[config.mk]
export PLATFORM = sky130hd
export DESIGN_NAME = msit_wmul
export DESIGN_NICKNAME = d
export VERILOG_FILES = /design/src/rtl/core/msit_wmul.sv
export SDC_FILE = /design/constraint.sdc
export NUM_CORES = 2
export LEC_CHECK = 0
export BUFFER_PORTS_ARGS = -buffer_cell sky130_fd_sc_hd__buf_4
export CAP_MARGIN = 10
export CORE_UTILIZATION = 35
export CTS_CLUSTER_DIAMETER = 50
export DETAILED_ROUTE_END_ITERATION = 7
export GPL_ROUTABILITY_DRIVEN = 1
export SYNTH_ARGS = -nofsm -noshare
export SYNTH_HDL_FRONTEND = slang
export SYNTH_SLANG_ARGS = --single-unit
[constraint.sdc]
create_clock -name clk_i -period 8 [get_ports clk_i]
set_input_delay 2.4 -clock clk_i [delete_from_list [all_inputs] [get_ports clk_i]]
set_output_delay 2.4 -clock clk_i [all_outputs]
set_load 0.02 [all_outputs]
[src/rtl/core/msit_wmul.sv]
// two stage wide signed multiplier built from four half width partial products
`default_nettype none
module msit_wmul #(
  parameter int AW = 35,
  parameter int BW = 35
) (
  input  wire logic                 clk_i,
  input  wire logic signed [AW-1:0] a_i,
  input  wire logic signed [BW-1:0] b_i,
  output logic signed [AW+BW-1:0]   p_o
);
  localparam int HA = AW / 2;
  localparam int HB = BW / 2;
  localparam int PW = AW + BW;

  logic signed [AW-HA-1:0] ah;
  logic signed [BW-HB-1:0] bh;
  logic [HA-1:0]           al;
  logic [HB-1:0]           bl;

  assign ah = $signed(a_i[AW-1:HA]);
  assign bh = $signed(b_i[BW-1:HB]);
  assign al = a_i[HA-1:0];
  assign bl = b_i[HB-1:0];

  // partial products
  logic signed [AW-HA+BW-HB-1:0] p_hh_q;
  logic signed [AW-HA+HB:0]      p_hl_q;
  logic signed [HA+BW-HB:0]      p_lh_q;
  logic [HA+HB-1:0]              p_ll_q;

  always_ff @(posedge clk_i) begin
    p_hh_q <= ah * bh;
    p_hl_q <= ah * $signed({1'b0, bl});
    p_lh_q <= $signed({1'b0, al}) * bh;
    p_ll_q <= al * bl;
  end

  // recombine
  always_ff @(posedge clk_i) begin
    p_o <= (PW'(p_hh_q) <<< (HA + HB)) + (PW'(p_hl_q) <<< HA)
         + (PW'(p_lh_q) <<< HB) + PW'(p_ll_q);
  end

endmodule
`default_nettype wire

; ---- Yosys cells after proc, flatten, opt, wreduce, memory -nomap -nowiden
; Cells that the tools add are included.
[totals]
reg_bits = 212
in_bits = 71
[op_classes]
n_mul = 4
addsub = 3
[ops]
columns = cell, count
row1 = $add 70x70->70, 2
row2 = $mul 18x18->36, 3
row3 = $add 70x34->70, 1
row4 = $mul 17x17->34, 1

; ---- Logic depth before layout (Yosys ltp)
[logic_depth]
ltp_word = 3
depth_mapped = 27
depth_no_buf = 25

; ---- Worst setup path before layout
; OpenSTA, ideal clock, no wires.
[synth_path]
path_type = input port to flip-flop
startpoint = input b_i[26]
endpoint = register p_lh_q[35]
setup_slack_ps = -333
t_arrival_ps = 8210
t_required_ps = 7877
setup_ps = 123
stages = 25
cell_sequence = clkbuf_1 clkbuf_1 nand2_1 fa_1 inv_1 fa_1 inv_1 fa_1 inv_1 fa_1 fa_1 inv_1 fa_1 inv_1 ha_1 and2_1 nand4_1 a2111oi_0 nor2_1 a31oi_1 a41o_1 o22ai_2 o22ai_2 o221ai_1 xnor2_1
[synth_via]
elab_chain_len = 1
[synth_rtl]
columns = item, line
row1 = "start, declared", 9  ; input wire logic signed [BW-1:0] b_i,
row2 = $mul 18x18->36, 35  ; p_lh_q <= $signed({1'b0, al}) * bh;
row3 = "end signal, assigned", 35
row4 = "end, declared", 29  ; logic signed [HA+BW-HB:0] p_lh_q;
; Every way passes these cells.

; ---- Worst setup path after layout
[layout_path]
startpoint = input b_i[23]
endpoint = register p_hh_q[34]
[layout_via]
elab_chain_len = 1
[layout_rtl]
columns = item, line
row1 = $mul 18x18->36, 33  ; p_hh_q <= ah * bh;
row2 = "end signal, assigned", 33
row3 = "end, declared", 27  ; logic signed [AW-HA+BW-HB-1:0] p_hh_q;
; Every way passes these cells.

==> metrics.txt <==
status complete, no violations; Die Span Y 385 um; cell family contributing the most delay on the critical path adder cells; Worst path most repeated cell fa_1; register area share after synthesis 8.26%; Tcrit/Tclk final 97.3%; Die ar. 148000 sq um; gpl congestion 0.892; Vias/cell 4.69; sum of buffers and inverters on the critical path 7; most instantiated cells after synthesis inv_1, fa_1, nand2_1; Final Hold Vio Count 0; post-DR wirelength/cell 16.8 um; Worst Hold Depth 0; core footprint 146000 sq um; Yosys cell types 76; Worst-Margin Slew 0.717 ns; Placement Cell Area 58300 sq um; remaining global-route overflow 0; mux contribution to synthesized area 0.0390%; vias in the first global route 40928; Worst EP arrival 8.35 ns; Final setup viols 0; clock buffer depth 3; Final Net Count 7725; initial antenna violation count 5; Slew HR 51.8%; Netlist Area Pre-Place 51400 sq um; row cnt 140; H-tree depth 2; post-synth top area cell fa_1; Root Buffer clkbuf_16; total vias in the final route 37409; gr usage total 18.9%; # DRC 0; initial core utilization 35.3%; post-detail-place hpwl 117 mm; CTS tree yes; WS Path Type input port to register; TNS Setup 0 ns; Compound-Gate Fraction of Synth Area 6.00%; Yosys top cell area share 45.1%; Detailed Routing Iterations Pass 1 5; asr flop ratio synth 0%; final wirelength 134 mm; port bufs 140; fin area 59800 sq um; Initial DRC Count 1851; EDFF count, synth 0; Avg Synthesized Cell Area 9.25 sq um; Top FF cell, synth dfxtp_1; Post-Synth Simple-Gate Area 14.9%; top cells by area, synth fa_1, ha_1, inv_1; HP Class register to register; worst-skew pair later-pin latency 0.63 ns; largest family of logic cells by synthesized area adder cells; Synth Area in XOR/XNOR 2.88%; RSZ-0062 raised after global routing false; Synth-to-Final Area Change 16.5%; pre-CTS WS -0.419 ns; Slowest Stage Delay on Critical Path 0.53 ns; FF-to-FF Start p_hl_q[1]; max-cap violations 0; YS warnings 0; most frequent cell after synthesis inv_1; Final Max Tran Viols 0; FMAX 0.128 GHz; Worst Path Max Fanout 17; Crit path required time 8.56 ns; fin worst setup slack 0.214 ns; Ports 141; Cells after DPL 7900; crit path capture type register; CTS sink count 212; Syn Nets 7255; Crit-path slowest cell fa_1; CTS Buf Count 39; largest net degree at the start of global routing 28; min-delay src p_ll_q[7]; adder-cell area share of the yosys netlist 56.6%; first-pass GRT wire length 219 mm; min cycle time layout 7.79 ns; flop2flop setup slack 3.62 ns; share of cells above drive strength 1 13.4%; ANT nets after route 0; Syn Inst Count 5554; Synth Register Bits 212; Worst R2R End p_o[68]; Worst Hold Path EP p_o[7]; worst reg2reg path depth 15; Clock Skew 0.0464 ns; Clock transition at path regs 0.05 ns; Worst setup SP type input port; Die Wd 385 um; Non-Filler Instances 7975
[metrics by stage]
stage                     hold WS [ns]  utilization (%)
after global placement           0.311             40.0
after floorplan                  0.310                -
after CTS                        0.325             41.0
final                            0.323             41.1
after detailed placement         0.313             40.0
after global routing             0.332             41.1
[placed cells by master (no fill, tap or decap), types with 5 or more instances in the layout]
master     count
a21oi_1      121
inv_6          6
ha_4           7
o21ai_0       70
or2_2          7
nand4_1       14
nand2_1      683
fa_1        1157
bufinv_16      8
and3_1        17
o21a_1        34
nor2b_1       19
clkinv_2       5
a21o_1        70
nor2_1       101
xor2_1        50
o21ai_1        5
and4_1         6
buf_4        645
a31oi_1        8
or3_1         16
ha_1         466
a21boi_0       6
a21oi_2       10
and2_1       579
nand3_1       23
nor3_1        24
dfxtp_1      212
clkbuf_16     39
inv_1       1302
o211ai_1      11
a211oi_1      17
nand2b_1      36
o21bai_1      22
buf_12        22
o31ai_1        5
xnor2_1      119
[registers in the layout (all words and copies together) (netlist names)]
| name | count |
|---|---|
| p_hl_q | 36 |
| p_o | 70 |
| p_hh_q | 36 |
| p_lh_q | 36 |
| p_ll_q | 34 |
[metal layers]
metal / vias up / routed length (um) / part of all wire, % / track usage (%)
met5: - / 11 / 0.0082 / 0
met4: 2 / 3440 / 2.6 / 4.77
met3: 172 / 7200 / 5.4 / 2.61
met2: 792 / 64700 / 48 / 32.7
met1: 19071 / 58300 / 44 / 24.7
li1: 17372 / - / - / -
[what timing repair did]
action,4_1_cts,5_1_grt
endpoints found under the hold margin,0,0
resized for setup,0,15
buffers inserted,0,0
endpoints found under the setup margin,0,10
hold buffers,0,0
[worst max-delay path by stage]
stage          cells past startpoint    endpoint  slack [ns]    start
2_1_floorplan                     22  p_lh_q[35]      -0.007  a_i[10]
6_report                          25  p_hh_q[34]        0.21  b_i[23]
4_1_cts                           26  p_lh_q[32]        0.22  b_i[24]
5_1_grt                           23  p_hh_q[34]       0.008  b_i[23]
3_5_place_dp                      22  p_hl_q[30]       -0.42  a_i[26]
3_3_place_gp                      23  p_hh_q[34]       -0.42  b_i[23]
[logic make-up after synthesis]
| family | after synthesis |
|---|---|
| muxes | 2 |
| AOI/OAI and AO/OA | 450 |
| buffers and inverters | 1545 |
| and+or+nand+nor | 1546 |
| xor gates and xnor gates | 169 |
| DFF | 212 |
| adders and majority gates | 1630 |
[cell type report]
type	instances	area (sq um)
flip-flops and latches	212	4240
fillers	14418	85900
diodes	3	7.51
clock buffers	45	1030
inverters	1305	4900
well taps	1917	2400
clock inverters	27	427
multi-input cells	3797	41500
repair buffers	669	5310
Power is left out: the tool's default activity adds up to more than one toggle a clock period on the data nets, which glitch-free logic cannot reach.
